===== config.mk =====
export PLATFORM = sky130hd
export DESIGN_NAME = block_buffer_cache_lru
export DESIGN_NICKNAME = d
export VERILOG_FILES = /design/src/design/bbc_pkg.sv /design/src/design/bbc_front.sv /design/src/design/bbc_back.sv /design/src/design/block_buffer_cache_lru.sv
export VERILOG_INCLUDE_DIRS = /design/src /design/src/design
export SDC_FILE = /design/constraint.sdc
export NUM_CORES = 2
export LEC_CHECK = 0
export BUFFER_PORTS_ARGS = -buffer_cell sky130_fd_sc_hd__buf_2
export CORE_ASPECT_RATIO = 0.7
export CORE_MARGIN = 2
export CORE_UTILIZATION = 50
export DETAILED_ROUTE_END_ITERATION = 10
export PLACE_DENSITY = 0.77
export SLEW_MARGIN = 30
export SYNTH_ARGS = -nofsm -noshare
export SYNTH_HDL_FRONTEND = slang
export SYNTH_SLANG_ARGS = --single-unit

===== constraint.sdc =====
create_clock -name clk_i -period 7.3 [get_ports clk_i]
set_clock_uncertainty 0.15 [all_clocks]
set_input_delay 0.365 -clock clk_i [delete_from_list [all_inputs] [get_ports clk_i]]
set_output_delay 0.365 -clock clk_i [all_outputs]
set_load 0.05 [all_outputs]

===== src/design/block_buffer_cache_lru_assert.svh =====
// Assertion macros shared by the buffer cache modules.
// Needs clk_i and rst_ni in the scope of the using module.
`ifndef BLOCK_BUFFER_CACHE_LRU_ASSERT_SVH
`define BLOCK_BUFFER_CACHE_LRU_ASSERT_SVH
// Implication checked on every clock edge outside reset.
`define BBC_ASSERT_IMP(lbl, ante, cons, msg) \
  lbl: assert property (@(posedge clk_i) disable iff (!rst_ni) (ante) |-> (cons)) \
    else $error(msg);
// Implication whose consequence is checked in the next cycle.
`define BBC_ASSERT_NEXT(lbl, ante, cons, msg) \
  lbl: assert property (@(posedge clk_i) disable iff (!rst_ni) (ante) |=> (cons)) \
    else $error(msg);
`endif


===== src/design/bbc_pkg.sv =====
// Shared types and constants for the LRU buffer cache.
// No dependencies.
`timescale 1ns / 1ps
`default_nettype none
package bbc_pkg;
  localparam int unsigned SlotCount = 16;
  localparam int unsigned BlockBits = 32;
  localparam int unsigned SlotW = $clog2(SlotCount);
  localparam int unsigned LinkDepth = SlotCount + 2;
  localparam int unsigned LinkW = $clog2(LinkDepth);
  localparam logic [LinkW-1:0] HeadAct = LinkW'(SlotCount);
  localparam logic [LinkW-1:0] HeadInact = LinkW'(SlotCount + 1);
  localparam logic [15:0] RefMax = 16'hFFFF;

  typedef enum logic [1:0] {
    ACT_GET = 2'd0,
    ACT_PUT = 2'd1,
    ACT_FREE = 2'd2,
    ACT_NOP = 2'd3
  } action_e;

  typedef struct packed {
    logic [1:0]  action;
    logic [31:0] block_number;
    logic [3:0]  slot_index;
    logic [4:0]  free_limit;
  } in_item_t;

  typedef struct packed {
    logic [3:0] slot_out;
    logic       hit;
    logic       read_request;
    logic       page_request;
    logic       status;
    logic [4:0] freed_count;
  } out_item_t;

  // Classified command passed from front to back.
  typedef struct packed {
    action_e            action;
    logic               found;
    logic [SlotW-1:0]   slot;
    logic [BlockBits-1:0] block;
    logic               put_ok;
    logic [SlotW:0]     limit;
  } cmd_t;

  typedef enum logic [1:0] {
    BK_IDLE = 2'd0,
    BK_EXEC = 2'd1,
    BK_WALK = 2'd2
  } back_state_e;
endpackage
`default_nettype wire


===== src/design/bbc_front.sv =====
// Front end: tag search and command classification, feeds the back end through a command register.
// Depends on bbc_pkg.
`timescale 1ns / 1ps
`default_nettype none
module bbc_front (
  input  wire logic                   clk_i,
  input  wire logic                   rst_ni,
  input  wire logic                   take_i,
  input  wire bbc_pkg::in_item_t      item_i,
  input  wire logic [bbc_pkg::SlotCount-1:0] tag_valid_i,
  input  wire logic [bbc_pkg::SlotCount-1:0][bbc_pkg::BlockBits-1:0] tags_i,
  output bbc_pkg::cmd_t               cmd_o,
  output logic                        cmd_valid_o
);
  import bbc_pkg::*;
  logic [SlotW-1:0] hit_idx;
  logic hit_any;
  logic [BlockBits-1:0] blk;
  cmd_t cmd_d, cmd_q;
  logic v_q;

  assign blk = item_i.block_number[BlockBits-1:0];

  // priority: lowest matching slot
  always_comb begin
    hit_any = 1'b0;
    hit_idx = '0;
    for (int i = SlotCount - 1; i >= 0; i--) begin
      if (tag_valid_i[i] && tags_i[i] == blk) begin
        hit_any = 1'b1;
        hit_idx = SlotW'(i);
      end
    end
  end

  // a put names its slot directly; only a get uses the search
  always_comb begin
    cmd_d.action = action_e'(item_i.action);
    cmd_d.found  = hit_any;
    cmd_d.block  = blk;
    cmd_d.put_ok = ({1'b0, item_i.slot_index} < 5'(SlotCount));
    cmd_d.slot   = (action_e'(item_i.action) == ACT_GET) ? hit_idx
                                                         : SlotW'(item_i.slot_index);
    cmd_d.limit  = (item_i.free_limit > 5'(SlotCount)) ? (SlotW+1)'(SlotCount)
                                                    : (SlotW+1)'(item_i.free_limit);
  end

  always_ff @(posedge clk_i or negedge rst_ni) begin
    if (!rst_ni) v_q <= 1'b0;
    else v_q <= take_i;
  end
  always_ff @(posedge clk_i) begin
    if (take_i) cmd_q <= cmd_d;
  end
  assign cmd_o = cmd_q;
  assign cmd_valid_o = v_q;
endmodule
`default_nettype wire


===== src/design/bbc_back.sv =====
// Back end: list updates, counts and the freemem walk.
// Depends on bbc_pkg and the assertion macro header.
`timescale 1ns / 1ps
`default_nettype none
module bbc_back (
  input  wire logic              clk_i,
  input  wire logic              rst_ni,
  input  wire logic              cmd_valid_i,
  input  wire bbc_pkg::cmd_t     cmd_i,
  output logic                   busy_o,
  output logic [bbc_pkg::SlotCount-1:0] tag_valid_o,
  output logic [bbc_pkg::SlotCount-1:0][bbc_pkg::BlockBits-1:0] tags_o,
  output logic                   res_valid_o,
  output bbc_pkg::out_item_t     res_o
);
  import bbc_pkg::*;
  `include "block_buffer_cache_lru_assert.svh"

  logic [LinkDepth-1:0][LinkW-1:0] nxt_q, nxt_d, prv_q, prv_d;
  logic [SlotCount-1:0][15:0] ref_q, ref_d;
  logic [SlotCount-1:0] val_q, val_d, pg_q, pg_d;
  logic [SlotCount-1:0][BlockBits-1:0] tag_q;
  back_state_e st_q, st_d;
  cmd_t c_q;
  logic [LinkW-1:0] node_q, node_d;
  logic [SlotW:0] freed_q, freed_d, steps_q, steps_d;
  out_item_t res_d;
  logic rv_d;
  logic tag_we;
  logic [SlotW-1:0] s;
  logic [LinkW-1:0] tail, sl, n, p, first;
  logic do_move;
  logic [LinkW-1:0] mhead;

  assign tail = prv_q[HeadInact];

  always_comb begin
    st_d = st_q;
    case (st_q)
      BK_IDLE: if (cmd_valid_i) st_d = (cmd_i.action == ACT_FREE) ? BK_WALK : BK_EXEC;
      BK_EXEC: st_d = BK_IDLE;
      BK_WALK: if (!(node_q < LinkW'(SlotCount) && freed_q < c_q.limit &&
                     steps_q < (SlotW+1)'(SlotCount))) st_d = BK_IDLE;
      default: st_d = BK_IDLE;
    endcase
  end

  always_comb begin
    nxt_d = nxt_q; prv_d = prv_q; ref_d = ref_q; val_d = val_q; pg_d = pg_q;
    node_d = node_q; freed_d = freed_q; steps_d = steps_q;
    res_d = '0; rv_d = 1'b0; tag_we = 1'b0;
    do_move = 1'b0; mhead = HeadAct;
    s = c_q.slot;
    case (st_q)
      BK_IDLE: begin
        if (cmd_valid_i) begin
          node_d = prv_q[HeadInact];
          freed_d = '0;
          steps_d = '0;
        end
      end
      BK_EXEC: begin
        rv_d = 1'b1;
        case (c_q.action)
          ACT_GET: begin
            if (!c_q.found && tail >= LinkW'(SlotCount)) begin
              res_d.status = 1'b1;
            end else begin
              if (!c_q.found) begin
                s = tail[SlotW-1:0];
                tag_we = 1'b1;
                val_d[s] = 1'b1;
                res_d.read_request = 1'b1;
              end else begin
                res_d.hit = 1'b1;
              end
              if (!pg_q[s]) begin
                pg_d[s] = 1'b1;
                res_d.page_request = 1'b1;
              end
              if (ref_q[s] != RefMax) ref_d[s] = ref_q[s] + 16'd1;
              res_d.slot_out = 4'(s);
              do_move = 1'b1;
            end
          end
          ACT_PUT: begin
            if (c_q.put_ok) begin
              if (ref_q[s] != 16'd0) ref_d[s] = ref_q[s] - 16'd1;
              if (ref_q[s] <= 16'd1) begin
                do_move = 1'b1;
                mhead = HeadInact;
              end
            end
          end
          default: ;
        endcase
      end
      BK_WALK: begin
        if (st_d == BK_IDLE) begin
          rv_d = 1'b1;
          res_d.freed_count = 5'(freed_q);
        end else begin
          if (pg_q[node_q[SlotW-1:0]]) begin
            pg_d[node_q[SlotW-1:0]] = 1'b0;
            val_d[node_q[SlotW-1:0]] = 1'b0;
            freed_d = freed_q + 1'b1;
          end
          node_d = prv_q[node_q];
          steps_d = steps_q + 1'b1;
        end
      end
      default: ;
    endcase
    // unlink then push at head, same semantics as sequential updates
    sl = LinkW'(s);
    n = nxt_q[sl];
    p = prv_q[sl];
    if (do_move) begin
      prv_d[n] = p;
      nxt_d[p] = n;
      first = nxt_d[mhead];
      nxt_d[sl] = first;
      prv_d[first] = sl;
      prv_d[sl] = mhead;
      nxt_d[mhead] = sl;
    end else begin
      first = '0;
    end
  end

  always_ff @(posedge clk_i or negedge rst_ni) begin
    if (!rst_ni) begin
      st_q <= BK_IDLE;
      val_q <= '0; pg_q <= '0; ref_q <= '0;
      res_valid_o <= 1'b0;
      for (int i = 0; i < LinkDepth; i++) begin
        nxt_q[i] <= (i == 0) ? HeadInact : (i < SlotCount) ? LinkW'(i - 1) :
                    (i == SlotCount) ? HeadAct : LinkW'(SlotCount - 1);
        prv_q[i] <= (i == SlotCount - 1) ? HeadInact : (i < SlotCount) ? LinkW'(i + 1) :
                    (i == SlotCount) ? HeadAct : LinkW'(0);
      end
    end else begin
      st_q <= st_d;
      nxt_q <= nxt_d; prv_q <= prv_d; ref_q <= ref_d;
      val_q <= val_d; pg_q <= pg_d;
      res_valid_o <= rv_d;
    end
  end

  always_ff @(posedge clk_i) begin
    if (st_q == BK_IDLE && cmd_valid_i) c_q <= cmd_i;
    node_q <= node_d; freed_q <= freed_d; steps_q <= steps_d;
    res_o <= res_d;
    if (tag_we) tag_q[s] <= c_q.block;
  end

  assign busy_o = (st_q != BK_IDLE);
  assign tag_valid_o = val_q;
  assign tags_o = tag_q;

  `BBC_ASSERT_IMP(a_cmd_idle, cmd_valid_i, st_q == BK_IDLE, "command while back busy")
  `BBC_ASSERT_NEXT(a_exec_res, st_q == BK_EXEC, res_valid_o, "exec gave no result")
  `BBC_ASSERT_IMP(a_walk_bound, st_q == BK_WALK, steps_q <= (SlotW+1)'(SlotCount),
                  "walk overran")
endmodule
`default_nettype wire


===== src/design/block_buffer_cache_lru.sv =====
// LRU buffer cache over 16 slots with active and inactive lists.
// One beat at a time: busy covers the whole item, so the next start is taken
// the cycle after the strobe.
// The freemem pass walks the inactive list from its tail, one slot per cycle.
// Reset (async, rst_ni low): tags invalid, counts zero, all slots on the inactive list.
`timescale 1ns / 1ps
`default_nettype none
module block_buffer_cache_lru (
  input  wire logic               clk_i,
  input  wire logic               rst_ni,
  input  wire logic               start,
  output logic                    busy,
  input  wire bbc_pkg::in_item_t  item_i,
  output logic                    done_o,
  output bbc_pkg::out_item_t      result_o
);
  import bbc_pkg::*;

  cmd_t cmd;
  logic cmd_valid, back_busy, take, pend_q;
  logic [SlotCount-1:0] tv;
  logic [SlotCount-1:0][BlockBits-1:0] tags;

  // busy from accept until the result strobe has been shown
  assign take = start && !busy;
  always_ff @(posedge clk_i or negedge rst_ni) begin
    if (!rst_ni) pend_q <= 1'b0;
    else if (take) pend_q <= 1'b1;
    else if (done_o) pend_q <= 1'b0;
  end
  assign busy = pend_q;

  bbc_front u_front (
    .clk_i, .rst_ni, .take_i(take), .item_i,
    .tag_valid_i(tv), .tags_i(tags), .cmd_o(cmd), .cmd_valid_o(cmd_valid)
  );

  bbc_back u_back (
    .clk_i, .rst_ni, .cmd_valid_i(cmd_valid), .cmd_i(cmd), .busy_o(back_busy),
    .tag_valid_o(tv), .tags_o(tags), .res_valid_o(done_o), .res_o(result_o)
  );

  `include "block_buffer_cache_lru_assert.svh"
  `BBC_ASSERT_IMP(a_no_cmd_busy, cmd_valid, !back_busy, "command to busy back end")
  `BBC_ASSERT_IMP(a_done_pending, done_o, pend_q, "result without item")
  `BBC_ASSERT_NEXT(a_take_busy, take, busy, "busy not raised")
endmodule
`default_nettype wire


---- After elaboration in Yosys (flattened, before gate mapping) ----
Cells that the tools add are included.
storage, ports and cells
  flip-flop bits (word level) ............. 1101
  input port bits ......................... 46
  output and inout port bits .............. 15
  word-level logic and storage cells ...... 332
operators by class
  add/subtract/negate cells ............... 4
  order comparisons ....................... 27
  equal/unequal tests ..................... 31
  mux-type cells .......................... 119
  bitwise operators ....................... 7
  reductions and logical operators ........ 51
operators by type and width
  kind                                                                                 count
  256-bit 2-to-1 mux                                                                   3
  90-bit bitwise mux                                                                   6
  256-bit bitwise mux                                                                  2
  512-bit bitwise mux                                                                  1
  32-bit == test                                                                       16
  256-bit one-hot mux with 2 select lines                                              1
  16-bit 2-to-1 mux                                                                    14
  16-bit binary-select mux with 4-bit select                                           2
  16-bit demux with 4-bit select                                                       2
  32-bit demux with 4-bit select                                                       1
  5-bit demux with 5-bit select                                                        4
  4-bit 2-to-1 mux                                                                     24
  5-bit 2-to-1 mux                                                                     16
  16-bit one-hot mux with 2 select lines                                               2
  5-bit binary-select mux with 5-bit select                                            2
  5-bit binary-select mux with 4-bit select                                            2
  16-bit AND                                                                           2
  32-bit 2-to-1 mux                                                                    1
  16-bit bitwise OR                                                                    2
  1-bit logical AND                                                                    31
  5-bit by 6-bit less-than comparator with 1-bit output, second input constant         5
  5-bit one-hot mux with 2 select lines                                                3
  4-bit by 5-bit less-than comparator with 1-bit output, second input constant         5
  4-bit by 1-bit greater-or-equal comparator with 1-bit output, second input constant  6
  other kinds (35)                                                                     86

---- Depth between registers and ports, before layout ----
  word-level depth ........................ 23
  mapped depth ............................ 24
  mapped depth without buffers ............ 16

---- Hierarchy ----
Synthesis repeated with hierarchy kept, for this count alone.
second synthesis, totals
  cell total of the unflattened synthesis .. 4634
  area total of the unflattened synthesis .. 56559.2 um2
modules (own cells, without submodules)
  module                  instances  cells an instance  area an instance (um2)  sequential area each (um2)
  bbc_back                1          3626               47941.0                 29310.6
  bbc_front               1          1004               8578.2                  1346.3
  block_buffer_cache_lru  1          4                  40.0                    25.0

---- Worst setup path after synthesis ----
Ideal clock, no wire load.
  path type ............................... flip-flop to flip-flop
  from .................................... register u_back.c_q[38] (netlist name)
  to ...................................... register u_back.ref_q[122] (netlist name)
  setup time .............................. 0.121 ns
  data arrival time ....................... 4.921 ns
  required time ........................... 7.029 ns
  path slack .............................. 2.108 ns
  cell stages (with the launch flop) ...... 24
  buffers on the path ..................... 9
  clock period less this slack ............ 5.192 ns
  cell sequence ........................... edfxtp_1 -> buf_4 -> buf_6 -> buf_2 -> mux2i_1 -> buf_2 -> buf_2 -> buf_4 -> mux4_2 -> nand2_1 -> nand2_1 -> a222oi_1 -> clkbuf_1 -> clkbuf_1 -> inv_1 -> ha_1 -> and2_1 -> nand2_1 -> inv_1 -> nand4_1 -> xor2_1 -> clkbuf_1 -> o22ai_1 -> a22o_1
on the way
  word-level cells in the longest chain between the ends .. 12
  elaborated cells between the ends (all ways) .. 31
  those cells by class .................... add/sub (2); order compare (4); eq/ne (3); mux (18); reduce/logical (4)
RTL lines
  item                                                                               line             RTL
  start, declared                                                                    bbc_back.sv:24   cmd_t c_q;
  start signal, assigned                                                             bbc_back.sv:151  if (st_q == BK_IDLE && cmd_valid_i) c_q <= cmd_i;
  branches (longest 12 deep; another with 16-bit by 1-bit adder with 16-bit output)  -
  end signal, assigned                                                               bbc_back.sv:144  nxt_q <= nxt_d; prv_q <= prv_d; ref_q <= ref_d;
  end, declared                                                                      bbc_back.sv:20   logic [SlotCount-1:0][15:0] ref_q, ref_d;
Several ways; the timed one is not identified. The select of a mux whose other input is x is not followed.
A chain may end at the register's enable or synchronous reset.

---- Worst setup path in the final report ----
  from .................................... register u_back.st_q[1]
  to ...................................... register u_back.prv_q[70] (netlist name)
on the way
  word-level cells in the longest chain between the ends .. 17
  elaborated cells between the ends (all ways) .. 34
  those cells by class .................... order compare (8); eq/ne (1); mux (21); reduce/logical (4)
RTL lines
  item                                                                                                                                                         line             RTL
  start, declared                                                                                                                                              bbc_back.sv:23   back_state_e st_q, st_d;
  start signal, assigned                                                                                                                                       bbc_back.sv:143  st_q <= st_d;
  2-bit by 1-bit == test with 1-bit output (*)                                                                                                                 bbc_back.sv:54   case (st_q)
  4-bit 2-to-1 mux                                                                                                                                             bbc_back.sv:54
  5-bit binary-select mux with 4-bit select                                                                                                                    bbc_back.sv:117  p = prv_q[sl];
  5-bit 2-to-1 mux (not written as such)                                                                                                                       bbc_back.sv:117
  5-bit by 6-bit less-than comparator with 1-bit output (not written as such) or 5-bit by 1-bit greater-or-equal comparator with 1-bit output (tied branches)  bbc_back.sv:120  nxt_d[p] = n;
  1-bit logical AND (not written as such)                                                                                                                      bbc_back.sv:120
  5-bit 2-to-1 mux (not written as such)                                                                                                                       bbc_back.sv:120
  5-bit demux with 5-bit select                                                                                                                                -
  90-bit bitwise mux                                                                                                                                           bbc_back.sv:120
  5-bit binary-select mux with 5-bit select                                                                                                                    bbc_back.sv:121  first = nxt_d[mhead];
  5-bit 2-to-1 mux (not written as such)                                                                                                                       bbc_back.sv:121
  5-bit by 6-bit less-than comparator with 1-bit output (not written as such) or 5-bit by 1-bit greater-or-equal comparator with 1-bit output (tied branches)  bbc_back.sv:123  prv_d[first] = sl;
  1-bit logical AND (not written as such)                                                                                                                      bbc_back.sv:123
  5-bit 2-to-1 mux (not written as such)                                                                                                                       bbc_back.sv:123
  5-bit demux with 5-bit select                                                                                                                                -
  90-bit bitwise mux                                                                                                                                           bbc_back.sv:123
  90-bit bitwise mux                                                                                                                                           bbc_back.sv:124  prv_d[sl] = mhead;
  end signal, assigned by index                                                                                                                                bbc_back.sv:139  prv_q[i] <= (i == SlotCount - 1) ? HeadInact : (i < SlotCount) ? LinkW'(i + 1) :
  end signal, assigned                                                                                                                                         bbc_back.sv:144
  end, declared                                                                                                                                                bbc_back.sv:19   logic [LinkDepth-1:0][LinkW-1:0] nxt_q, nxt_d, prv_q, prv_d;
Mark *: on every way between the ends. The rest lies on a longest branch, timed or not. The select of a mux whose other input is x is not followed.

==> results.yml <==
run_status:
  outcome: "complete, no violations"
routing:
  wl_per_cell_um: 31.0
  drc: 0
  vias: 44800
  drt_iter0_markers: 8535
  firstDrtPassIters: 9
  ant_nets: 0
  wl_um: 198000
  vias_per_cell: 7.01
placed_design:
  preCtsSetupSlack_ns: 0.748
  placed_cell_area_sq_mm: 0.0584
  place_congestion: 1.02
  numPortBuffers: 60
  dp_hpwl_um: 130000
synthesis:
  ys_ff_latch: 1101
  syn_avg_cell_area_sq_um: 11.6
  synthesis.area_sq_mm: 0.0556
  yosysSeqAreaShare_pct: 55.1
  synth_cell_type_count: 86
  syn_inst: 4807
  ys_async_sr_fraction_pct: 43.0
  synth_ff_type: "edfxtp_1"
  syn-num-nets: 4865
  synth_warnings: 0
  synth-edff-count: 615
worst_setup_path:
  start_kind: "register"
  r2r_slack_ns: 0.56
  slowest_stage: "nand2_1"
  r2r_start: "u_back.st_q[1]"
  crit_path_max_incr_delay_ns: 0.72
  worst-path-max-fanout: 20
  ff2ff_path_depth: 17
  endpoint_kind: "register"
  crit_required_ns: 7.82
  path_cells: "inv_1, ha_1, or3b_1, or3_1, buf_4, nand2_1, buf_4, a211oi_1, o21ai_0, nor4bb_4, nand3_1, and3_1, a21o_1, nor3_2, nand2_1, a31oi_2, mux2_2"
  crit_arrival_ns: 7.26
  cp_num_buf_inv: 3
  critPathKind: "reg -> reg"
  crit_family: "simple AND/OR/NAND/NOR gates"
  r2r_end: "u_back.prv_q[70]"
sta:
  rsz0062_at_grt: "false"
  clock.fmax_mhz: 148
  setup_viol: 0
  max-slew-margin-rel_pct: 23.6
  setup_slack_ns: 0.558
  hold_slack_ns: 0.0944
  tightest_slew_ns: 1.15
  fin_crit_sh_pct: 92.4
  drv_slew: 0
  finalHoldViolCount: 0
  fin_crit_ns: 6.74
  setup_tns_ns: 0
worst_hold_path:
  min_to: "u_front.cmd_o[15]"
  min_path_type: "in -> reg"
  min_from: "item_i[18]"
  whs_path_depth: 2
die:
  rows: 102
  start_util_pct: 50.4
  fp.dieW_um: 403
  core_area_sq_mm: 0.110
  die_area_sq_mm: 0.114
  io_pins: 61
  die_h_um: 283
clock_tree:
  cts_resized: 0
  clk_path_buf_depth: 3
  numCtsBuffers: 100
  cts_tree: "built"
  h-tree-depth: 3
  cts_root_buffer: "clkbuf_16"
  clock_sinks: 1101
  clk_pin_slew_ns: 0.07
  worst_skew_pair.late_latency_ns: 0.74
cells_and_area:
  area_growth_pct: 11.7
  antenna_cells: 0
  num-nets-final: 4906
  final_cell_mix: "615 x edfxtp_1, 417 x nand2_1, 403 x dfrtp_1, 371 x xnor2_1, 329 x o21ai_0"
  final_area_sq_mm: 0.0621
  drive_gt1_share_pct: 15.3
  final_common_cell: "edfxtp_1"
grt:
  grt_pass1_wl_um: 289000
  track_usage_pct: 34.1
  antenna_found_initial: 7
  overflow: 0
  grt_pass1_vias: 41900
  grt_max_degree: 142
power_and_ir_drop:
  power_density_mw_per_mm2: 305
  p_total_uw: 19000
  p_leak_uw: 0.0218
  irDropWorstVdd_v: 0.000289
job:
  cap_violations: 0
## synth_stat cells (7+ instances only)
master / n / area share [%]
edfxtp_1: 615 / 33
nand2_1: 418 / 2.8
dfrtp_1: 403 / 18
xnor2_1: 379 / 6.0
o21ai_0: 330 / 3.0
nor2_1: 328 / 2.2
clkbuf_1: 245 / 1.7
o22ai_1: 201 / 2.3
mux4_2: 167 / 6.8
xor2_1: 160 / 2.5
a21oi_1: 158 / 1.4
nand3_1: 157 / 1.4
a22oi_1: 140 / 1.9
a22o_1: 137 / 2.2
nand4_1: 104 / 1.2
inv_1: 82 / 0.55
dfstp_2: 70 / 3.3
buf_2: 56 / 0.50
nor4_1: 55 / 0.62
mux2i_1: 48 / 0.86
nor3_1: 46 / 0.41
a31oi_1: 43 / 0.48
a211oi_1: 41 / 0.55
and2_1: 35 / 0.39
buf_1: 31 / 0.21
o31ai_1: 30 / 0.40
a41oi_1: 25 / 0.39
o21ai_1: 23 / 0.21
and3_1: 19 / 0.21
nor2b_1: 19 / 0.21
nand2b_1: 17 / 0.19
dfxtp_1: 13 / 0.47
or3_1: 13 / 0.15
ha_1: 12 / 0.27
mux2_2: 12 / 0.24
or4_1: 12 / 0.16
a21o_1: 9 / 0.12
a211o_1: 8 / 0.13
a31o_2: 8 / 0.13
a31oi_2: 8 / 0.18
buf_4: 7 / 0.094
o211ai_1: 7 / 0.094
or2_2: 7 / 0.079
## per-layer routing
metal	up-vias	routed length (um)	global-route usage [%]
met4	8	6040	8.29
met1	22000	74200	50.0
met3	528	37100	14.2
met2	4111	80700	46.7
li1	18100	-	-
met5	-	55	0
## cell families (layout without fill, tap and decap cells)
kind of cell | Yosys count | after routing | share of synthesized area [%]
AOI/OAI and AO/OA | 1235 | 1235 | 14.5
DFF | 1101 | 1101 | 55.1
xor gates and xnor gates | 539 | 539 | 8.49
and+or+nand+nor | 1267 | 1267 | 10.6
buffers and inverters | 425 | 551 | 3.08
muxes | 228 | 228 | 7.89
adders and majority gates | 12 | 12 | 0.270
## through the flow
step | instances | util [%]
floorplan | 4807 | -
global placement | 6155 | 52.6
detailed placement | 6170 | 52.9
CTS | 6375 | 55.9
global route | 6389 | 56.3
finish | 6389 | 56.3
## registers in the layout, summed over array words and instances, names as in the netlist
register and count:
u_back.tags_o 512, u_back.ref_q 256, u_back.nxt_q 90, u_back.prv_q 85, u_back.c_q 44, u_front.cmd_o 44
u_back.pg_q 16, u_back.tag_valid_o 16, u_back.res_o 13, u_back.freed_q 5, u_back.node_q 5, u_back.steps_q 5
u_back.tail 5, u_back.st_q 2, busy 1, u_back.res_valid_o 1, u_front.cmd_valid_o 1
## worst max path at each step
stage                        start                 to  slack (ns)  cells past startpoint
detailed placement  u_back.st_q[1]   u_back.prv_q[70]        0.75                     17
floorplan           u_back.c_q[38]  u_back.ref_q[122]        2.11                     23
finish              u_back.st_q[1]   u_back.prv_q[70]        0.56                     17
CTS                 u_back.st_q[1]   u_back.prv_q[70]        0.78                     17
global placement    u_back.st_q[1]   u_back.prv_q[65]        0.91                     17
global route        u_back.st_q[1]   u_back.prv_q[70]        0.29                     16
## timing repair
action	CTS	global route
setup buffers	0	0
hold buffers	18	0
hold endpoints to repair	115	0
## power by group
part / switching (uW) / internal (uW)
logic: 3900 / 1830
registers: 665 / 7290
clock network: 2480 / 2780
## final cells by class
class | count | area [sq um]
tap | 1456 | 1820
clock buffer | 141 | 2780
multi-input combinational | 3281 | 23700
sequential | 1101 | 30700
inverter | 83 | 312
clock inverter | 46 | 384
fill | 8773 | 48300
timing repair buffer | 281 | 2430
No activity file was read; power rests on OpenSTA's default activity.
